===== src/rtl/core/tlpf_pkg.sv =====
`timescale 1ns / 1ps
`default_nettype none
// ----------------------------------------------------------------------------
// tlpf_pkg: shared types and constants for the three-level priority FIFO
// Field widths, stream packing, operation and status codes, level indexes.
// ----------------------------------------------------------------------------
package tlpf_pkg;

    localparam int DEPTH_DEFAULT = 16;
    localparam int LEVELS        = 3;

    localparam int VALUE_W  = 32;
    localparam int PRIO_W   = 2;
    localparam int STATUS_W = 2;
    localparam int COUNT_W  = 5;

    // tdata widths, padded to whole bytes
    localparam int S_TDATA_W = ((VALUE_W + PRIO_W + 7) / 8) * 8;
    localparam int M_TDATA_W = ((VALUE_W + COUNT_W + 7) / 8) * 8;

    typedef enum logic [0:0] {
        OP_ENQ = 1'b0,
        OP_DEQ = 1'b1
    } tlpf_op_t;

    typedef enum logic [STATUS_W-1:0] {
        STAT_OK      = 2'd0,
        STAT_FULL    = 2'd1,
        STAT_EMPTY   = 2'd2,
        STAT_BADPRIO = 2'd3
    } tlpf_status_t;

    localparam logic [PRIO_W-1:0] PRIO_NONE = 2'd0;

    // ring index of each priority level (priority minus one)
    localparam logic [1:0] LVL_1 = 2'd0;
    localparam logic [1:0] LVL_2 = 2'd1;
    localparam logic [1:0] LVL_3 = 2'd2;

    typedef struct packed {
        logic wr_en;
        logic rd_en;
    } tlpf_memop_t;

    typedef struct packed {
        tlpf_status_t       status;
        logic [COUNT_W-1:0] total;
        logic               deq_ok;
    } tlpf_resp_t;

endpackage
`default_nettype wire


===== src/rtl/core/tlpf_ram.sv =====
`timescale 1ns / 1ps
`default_nettype none
// ----------------------------------------------------------------------------
// tlpf_ram: generic single-clock RAM
// One write port, one read port, registered read data held between reads.
// ----------------------------------------------------------------------------
module tlpf_ram #(
    parameter int WIDTH = 32,
    parameter int DEPTH = 48
) (
    input  wire logic                     aclk,
    input  wire logic                     wr_en,
    input  wire logic [$clog2(DEPTH)-1:0] wr_addr,
    input  wire logic [WIDTH-1:0]         wr_data,
    input  wire logic                     rd_en,
    input  wire logic [$clog2(DEPTH)-1:0] rd_addr,
    output logic      [WIDTH-1:0]         rd_data
);

    logic [WIDTH-1:0] mem_reg [DEPTH];
    logic [WIDTH-1:0] rd_data_reg;

    always_ff @(posedge aclk) begin
        if (wr_en) begin
            mem_reg[wr_addr] <= wr_data;
        end
        if (rd_en) begin
            rd_data_reg <= mem_reg[rd_addr];
        end
    end

    assign rd_data = rd_data_reg;

endmodule
`default_nettype wire


===== src/rtl/core/tlpf_ctrl.sv =====
`timescale 1ns / 1ps
`default_nettype none
// ----------------------------------------------------------------------------
// tlpf_ctrl: ring pointers, level counts and operation decode
// Decide each item in the cycle it is accepted, update the rings and issue
// the store access.
// ----------------------------------------------------------------------------
module tlpf_ctrl #(
    parameter int DEPTH = tlpf_pkg::DEPTH_DEFAULT
) (
    input  wire logic                                        aclk,
    input  wire logic                                        aresetn,
    input  wire logic                                        op_accept,
    input  wire tlpf_pkg::tlpf_op_t                          op_code,
    input  wire logic [tlpf_pkg::VALUE_W-1:0]                op_value,
    input  wire logic [tlpf_pkg::PRIO_W-1:0]                 op_priority,
    output tlpf_pkg::tlpf_memop_t                            mem_op,
    output logic [$clog2(tlpf_pkg::LEVELS*DEPTH)-1:0]        mem_addr,
    output logic [tlpf_pkg::VALUE_W-1:0]                     mem_wdata,
    output tlpf_pkg::tlpf_resp_t                             resp
);
    import tlpf_pkg::*;

    localparam int PTR_W  = $clog2(DEPTH);
    localparam int CNT_W  = $clog2(DEPTH + 1);
    localparam int ADDR_W = $clog2(LEVELS * DEPTH);

    logic [PTR_W-1:0] head_reg [LEVELS];
    logic [PTR_W-1:0] tail_reg [LEVELS];
    logic [CNT_W-1:0] cnt_reg  [LEVELS];
    logic [CNT_W-1:0] total_reg;
    logic [CNT_W-1:0] total_next;

    logic [1:0]           enq_lv;
    logic [1:0]           deq_lv;
    logic [1:0]           lv_sel;
    logic                 do_enq;
    logic                 do_deq;
    tlpf_status_t         status;
    logic [PTR_W-1:0]     ptr;
    logic [PTR_W-1:0]     ptr_adv;
    logic [CNT_W+4:0]     total_wide;

    always_comb begin
        enq_lv = op_priority - 2'd1;
        // highest non-empty level wins
        if (cnt_reg[LVL_3] != '0) begin
            deq_lv = LVL_3;
        end else if (cnt_reg[LVL_2] != '0) begin
            deq_lv = LVL_2;
        end else begin
            deq_lv = LVL_1;
        end

        status = STAT_OK;
        do_enq = 1'b0;
        do_deq = 1'b0;
        unique case (op_code)
            OP_ENQ: begin
                if (total_reg >= CNT_W'(DEPTH)) begin
                    status = STAT_FULL;
                end else if (op_priority == PRIO_NONE) begin
                    status = STAT_BADPRIO;
                end else begin
                    do_enq = 1'b1;
                end
            end
            OP_DEQ: begin
                if (total_reg == '0) begin
                    status = STAT_EMPTY;
                end else begin
                    do_deq = 1'b1;
                end
            end
            default: status = STAT_OK;
        endcase

        if (do_enq) begin
            total_next = total_reg + 1'b1;
        end else if (do_deq) begin
            total_next = total_reg - 1'b1;
        end else begin
            total_next = total_reg;
        end

        lv_sel  = do_enq ? enq_lv : deq_lv;
        ptr     = do_enq ? tail_reg[lv_sel] : head_reg[lv_sel];
        ptr_adv = (ptr == PTR_W'(DEPTH - 1)) ? '0 : ptr + 1'b1;
    end

    assign mem_addr     = ADDR_W'(lv_sel) * ADDR_W'(DEPTH) + ADDR_W'(ptr);
    assign mem_wdata    = op_value;
    assign mem_op.wr_en = op_accept & do_enq;
    assign mem_op.rd_en = op_accept & do_deq;

    // total count reported modulo 32
    assign total_wide  = (CNT_W + 5)'(total_next);
    assign resp.status = status;
    assign resp.total  = total_wide[COUNT_W-1:0];
    assign resp.deq_ok = do_deq;

    always_ff @(posedge aclk) begin
        if (!aresetn) begin
            for (int i = 0; i < LEVELS; i++) begin
                head_reg[i] <= '0;
                tail_reg[i] <= '0;
                cnt_reg[i]  <= '0;
            end
            total_reg <= '0;
        end else if (op_accept) begin
            total_reg <= total_next;
            if (do_enq) begin
                tail_reg[lv_sel] <= ptr_adv;
                cnt_reg[lv_sel]  <= cnt_reg[lv_sel] + 1'b1;
            end
            if (do_deq) begin
                head_reg[lv_sel] <= ptr_adv;
                cnt_reg[lv_sel]  <= cnt_reg[lv_sel] - 1'b1;
            end
        end
    end

endmodule
`default_nettype wire


===== src/rtl/core/three_level_priority_fifo_unit.sv =====
`timescale 1ns / 1ps
`default_nettype none
// ----------------------------------------------------------------------------
// three_level_priority_fifo_unit: strict priority queue over three FIFO rings
//
// Usage: each slave item is an enqueue (s_tuser = 0) carrying a value and a
// priority 1..3, or a dequeue (s_tuser = 1). Three rings share DEPTH slots in
// total; a dequeue returns the oldest value of the highest non-empty level.
// Every item yields exactly one master item: value (zero unless a dequeue
// succeeded), status in m_tuser (ok, full, empty, bad priority) and the total
// number of stored values after the item. Errors leave the queue unchanged.
// Pipeline: the decision, pointer update and store read all happen at the
// accepting edge, which loads the middle stage; the result register then loads
// from the middle stage once it is free, and m_tvalid follows the result register.
// Throughput: one item per cycle while the master side is not stalled; each item
// updates its ring pointers at the accepting edge and uses one store port.
// Reset (aresetn low, synchronous) empties all rings and drops any item in
// flight; the store contents need no clearing.
// When the receiver stalls, the result register holds and one more item can
// sit in the middle stage; s_tready then falls until the master side drains.
// ----------------------------------------------------------------------------
module three_level_priority_fifo_unit #(
    parameter int DEPTH = tlpf_pkg::DEPTH_DEFAULT
) (
    input  wire logic                             aclk,
    input  wire logic                             aresetn,
    input  wire logic                             s_tvalid,
    output logic                                  s_tready,
    // [31:0] item_value, [33:32] item_priority, rest zero
    input  wire logic [tlpf_pkg::S_TDATA_W-1:0]   s_tdata,
    // [0] opcode
    input  wire logic [0:0]                       s_tuser,
    output logic                                  m_tvalid,
    input  wire logic                             m_tready,
    // [31:0] out_value, [36:32] total_count, rest zero
    output logic [tlpf_pkg::M_TDATA_W-1:0]        m_tdata,
    // [1:0] status
    output logic [tlpf_pkg::STATUS_W-1:0]         m_tuser
);
    import tlpf_pkg::*;

    localparam int ADDR_W = $clog2(LEVELS * DEPTH);

    logic                 accept;
    tlpf_memop_t          mem_op;
    logic [ADDR_W-1:0]    mem_addr;
    logic [VALUE_W-1:0]   mem_wdata;
    logic [VALUE_W-1:0]   mem_rdata;
    tlpf_resp_t           resp;

    // middle stage: decision waiting for the store read data
    logic                 mid_valid_reg;
    logic                 mid_valid_next;
    tlpf_resp_t           mid_resp_reg;
    logic                 mid_advance;

    // result register
    logic                 out_valid_reg;
    logic                 out_valid_next;
    logic [VALUE_W-1:0]   out_value_reg;
    tlpf_status_t         out_status_reg;
    logic [COUNT_W-1:0]   out_count_reg;

    assign mid_advance = mid_valid_reg & (~out_valid_reg | m_tready);
    assign s_tready    = ~mid_valid_reg | ~out_valid_reg | m_tready;
    assign accept      = s_tvalid & s_tready;

    tlpf_ctrl #(
        .DEPTH(DEPTH)
    ) u_ctrl (
        .aclk        (aclk),
        .aresetn     (aresetn),
        .op_accept   (accept),
        .op_code     (tlpf_op_t'(s_tuser)),
        .op_value    (s_tdata[VALUE_W-1:0]),
        .op_priority (s_tdata[VALUE_W +: PRIO_W]),
        .mem_op      (mem_op),
        .mem_addr    (mem_addr),
        .mem_wdata   (mem_wdata),
        .resp        (resp)
    );

    // one slot region per level, ring of level L starts at (L-1)*DEPTH
    tlpf_ram #(
        .WIDTH(VALUE_W),
        .DEPTH(LEVELS * DEPTH)
    ) u_store (
        .aclk    (aclk),
        .wr_en   (mem_op.wr_en),
        .wr_addr (mem_addr),
        .wr_data (mem_wdata),
        .rd_en   (mem_op.rd_en),
        .rd_addr (mem_addr),
        .rd_data (mem_rdata)
    );

    always_comb begin
        // advance the middle stage when the result register frees up
        if (accept) begin
            mid_valid_next = 1'b1;
        end else if (mid_advance) begin
            mid_valid_next = 1'b0;
        end else begin
            mid_valid_next = mid_valid_reg;
        end

        if (mid_advance) begin
            out_valid_next = 1'b1;
        end else if (m_tready) begin
            out_valid_next = 1'b0;
        end else begin
            out_valid_next = out_valid_reg;
        end
    end

    always_ff @(posedge aclk) begin
        if (!aresetn) begin
            mid_valid_reg <= 1'b0;
            out_valid_reg <= 1'b0;
        end else begin
            mid_valid_reg <= mid_valid_next;
            out_valid_reg <= out_valid_next;
        end
    end

    // payload: hold unless a new item moves in
    always_ff @(posedge aclk) begin
        if (accept) begin
            mid_resp_reg <= resp;
        end
        if (mid_advance) begin
            out_value_reg  <= mid_resp_reg.deq_ok ? mem_rdata : '0;
            out_status_reg <= mid_resp_reg.status;
            out_count_reg  <= mid_resp_reg.total;
        end
    end

    assign m_tvalid = out_valid_reg;
    assign m_tuser  = out_status_reg;
    assign m_tdata  = M_TDATA_W'({out_count_reg, out_value_reg});

endmodule
`default_nettype wire


===== config.mk =====
export PLATFORM = sky130hd
export DESIGN_NAME = three_level_priority_fifo_unit
export DESIGN_NICKNAME = d
export VERILOG_FILES = /design/src/rtl/core/tlpf_pkg.sv /design/src/rtl/core/tlpf_ram.sv /design/src/rtl/core/tlpf_ctrl.sv /design/src/rtl/core/three_level_priority_fifo_unit.sv
export SDC_FILE = /design/constraint.sdc
export NUM_CORES = 2
export LEC_CHECK = 0
export BUFFER_PORTS_ARGS = -buffer_cell sky130_fd_sc_hd__buf_2
export CAP_MARGIN = 20
export CORE_MARGIN = 4
export CORE_UTILIZATION = 56
export CTS_CLUSTER_SIZE = 28
export DETAILED_ROUTE_END_ITERATION = 10
export GPL_ROUTABILITY_DRIVEN = 0
export PLACE_DENSITY_LB_ADDON = 0.15
export SLEW_MARGIN = 20
export SYNTH_ARGS = -nofsm -noshare
export SYNTH_HDL_FRONTEND = slang
export SYNTH_SLANG_ARGS = --single-unit
export TNS_END_PERCENT = 50

===== constraint.sdc =====
create_clock -name aclk -period 5.14 [get_ports aclk]
set_input_delay 0.257 -clock aclk [delete_from_list [all_inputs] [get_ports aclk]]
set_output_delay 0.257 -clock aclk [all_outputs]
set_load 0.1 [all_outputs]

==> impl_metrics.toml <==
[logic_synthesis]
syn_area_per_cell_um2 = 16.5
async_reset_ff_share_pct = 0
yosys.area.top_type = "edfxtp_1"
synth-compound-area-share_pct = 9.85
synth_ff_type = "edfxtp_1"
ys_ff_latch = 1670
yosys_warnings = 0
syn_inst = 3934
synth_xor_area_share_pct = 0.108
synthMuxAreaShare_pct = 5.40
synth.distinct_cells = 81
yosys.area_share.adder_pct = 0.166
synth_top_area_share_pct = 77.2
synth_top_family_by_area = "compound AO/OA/AOI/OAI gates"
synth.top_cells.by_area = "edfxtp_1 77%, mux2_2 2.7%, nand2_1 2.2%"
synth_area_mm2 = 0.0647
synth-edff-count = 1663
synth_simple_gate_area_share_pct = 5.17
seq_area_frac_synth_pct = 77.4

[outcome]
status = "finished, final reports clean"

[routing]
drt-pass1-iter-count = 6
drt-initial-drc-count = 4992
drc = 0
wirelength_um = 190000
post_drt_via_cell_ratio = 6.68
drt-wirelength-per-cell_um = 32.5
via_count = 39000
drtAntennaViolNets = 0

[global_route]
overflow = 0
grt_max_degree = 65
top_usage_layer = "met2"
met2_usage_pct = 48.4
grt_pass1_vias = 37700
grt_first_pass_wirelength_um = 271000
grt_use_total_pct = 31.2
antenna_found_initial = 4
use_met1_pct = 43.6
grt_use_met3_pct = 4.77

[sta]
worst_hold_slack_ns = 0.104
final_max_slew_viol_count = 0
fin_skew_ns = 0.0222
hold_viol_final = 0
fin_crit_ns = 4.62
fmaxAchievable_mhz = 217
post-route-period-util_pct = 89.8
tightest_slew_ns = 1.11
fin_ws_ns = 0.524
rsz0062_at_grt = "no"
setup_viol = 0
relSlewSlack_pct = 25.1

[power_and_ir_drop]
irDropWorstVdd_uv = 350
p_leak_nw = 24.3
p_per_area_mw_per_mm2 = 416

[clocking]
clkTransAtPathRegs_ns = 0.06
cts_tree = "done"
cts.path.max_buffers = 3
htree_levels = 4
clk_latency_ns = 0.78
cts_buffers = 167
cts_sinks = 1670
cts_root_buf = "clkbuf_16"

[critical_path]
required_ns = 5.59
rr_worst_depth = 10
worstPathCellList = "nor4_4, a21boi_1, o311ai_2, o211ai_1, nor2_4, buf_4, a22oi_1, a31oi_1, o41ai_1, o311ai_0"
cp_max_fo = 23
cp.arrival_ns = 5.07
start_kind = "register"
end_kind = "register"
cpPeakStageDelay_ns = 0.90
critPathKind = "register to register"
cpMaxStageDelayCell = "nor2_4"

[die]
die-area_mm2 = 0.121
num_rows = 124
start_util_pct = 56.5
core_area_mm2 = 0.115
dieHeight_um = 348
dieWidth_um = 348
ioPinCount = 89

[finish]
largest_reg_flops = 1536
regArea_mm2 = 0.0501
drive_gt1_share_pct = 18.9
multiInputGateArea_mm2 = 0.0139
nFillCells = 7989
final_net_count = 4241
finalInstanceArea_mm2 = 0.0741
syn_to_final_growth_pct = 14.5

[place]
post-place-ws_ns = 0.516
hpwl_um = 114000
io_buffers = 79
dpl_cell_area_mm2 = 0.0687

[flow_run]
max_cap_viol_count = 0

[worst_hold_path]
hold_depth = 1
hold_class = "input port to register"
-- metrics by stage --
step,TNS (ns),utilization [%],std cells,power [mW]
after floorplan,-3.90,-,3936,17.5
after global placement,0,60.0,5523,19.1
after detailed placement,0,60.0,5523,19.1
after CTS,0,64.7,5832,30.9
after global routing,0,64.7,5833,31.7
final,0,64.7,5837,30.9
-- power breakdown --
part / internal, mW / switching (mW)
registers: 15.1 / 0.0629
clock network: 6.91 / 5.05
logic: 1.11 / 2.58
-- synthesized netlist by cell type, drive strengths merged, types with 6 or more instances --
cell	count
o2111ai	9
a22o	14
a22oi	172
dfxtp	7
mux4	14
and2	42
a31o	10
buf	142
inv	23
and3	75
a221oi	62
a21boi	6
o2bb2ai	28
a21o	9
nand4	15
clkbuf	104
nand3	58
o22a	6
o211ai	34
edfxtp	1663
a221o	18
mux2i	142
nor3	13
a2111oi	10
a2bb2oi	10
a222oi	9
a211oi	54
mux2	156
a21oi	194
a32o	6
o221ai	6
nor4	6
nor2	140
ha	7
o21ai	133
a31oi	65
o22ai	26
nand2	381
o311ai	11
-- timing repair --
| item | CTS | global route |
|---|---|---|
| buffers inserted | 0 | 0 |
| setup endpoints to repair | 0 | 0 |
| gates resized for setup | 0 | 0 |
| hold endpoints to repair | 11 | 0 |
| hold buffers | 7 | 0 |
-- metal layers --
metal / vias up / share of wire, % / routed length [µm]
li1: 16200 / - / -
met1: 20000 / 38 / 73000
met2: 2356 / 47 / 88200
met3: 418 / 9.6 / 18200
met4: 0 / 5.4 / 10300
met5: - / 0 / 0
-- cells by family after synthesis --
family                   count (synthesis)
XOR/XNOR                                 8
buffers and inverters                  269
multiplexers                           312
adder cells (fa/ha/maj)                  8
AO/OA/AOI/OAI                          921
other                                    1
AND/OR/NAND/NOR                        745
flip-flops                            1670
-- path summary, 6_finish.rpt --
kind,startpoint,to,slack (ns)
worst max-delay path,u_ctrl.cnt_reg[1][0],u_store.rd_data[23],0.52
worst min-delay path,s_tdata[29],u_store.mem_reg[26][29],0.10
worst max register to register,u_ctrl.cnt_reg[1][0],u_store.rd_data[23],0.52
worst min register to register,mid_resp_reg[5],out_count_reg[4],0.42
-- placed cells by master, fill, tap and decap left out, types with 36 or more instances in the layout --
cell       netlist  layout
edfxtp_1      1663    1663
nand2_1        379     379
buf_4            5     206
a21oi_1        194     194
clkbuf_16        0     174
a22oi_1        172     171
mux2_2         153     153
mux2i_1        142     142
o21ai_0        126     126
buf_2          111      79
nor2_1         136      78
and3_1          75      75
a31oi_1         65      65
a221oi_1        62      62
nor2_4           1      58
nand3_1         58      58
a211oi_1        52      52
and2_1          42      42
clkinv_1         0      39
buf_12           0      36
-- final cells by class --
type                            instances  share of cell area (%)
Sequential cell                      1670                    67.6
Multi-Input combinational cell       1997                    18.8
Clock buffer                          203                    6.02
Timing Repair Buffer                  329                    3.72
Tap cell                             1512                    2.55
Clock inverter                         99                    1.18
Inverter                               23                   0.130
Antenna cell                            4                  0.0135
-- worst max-delay path: cells and delay by family, from the launching register on --
family | cells | cell delay (ns)
DFF | 1 | 0.43
AOI/OAI and AO/OA | 7 | 1.93
and+or+nand+nor | 2 | 1.51
buffers and inverters | 1 | 0.38
(Power assumes the default switching activity.)
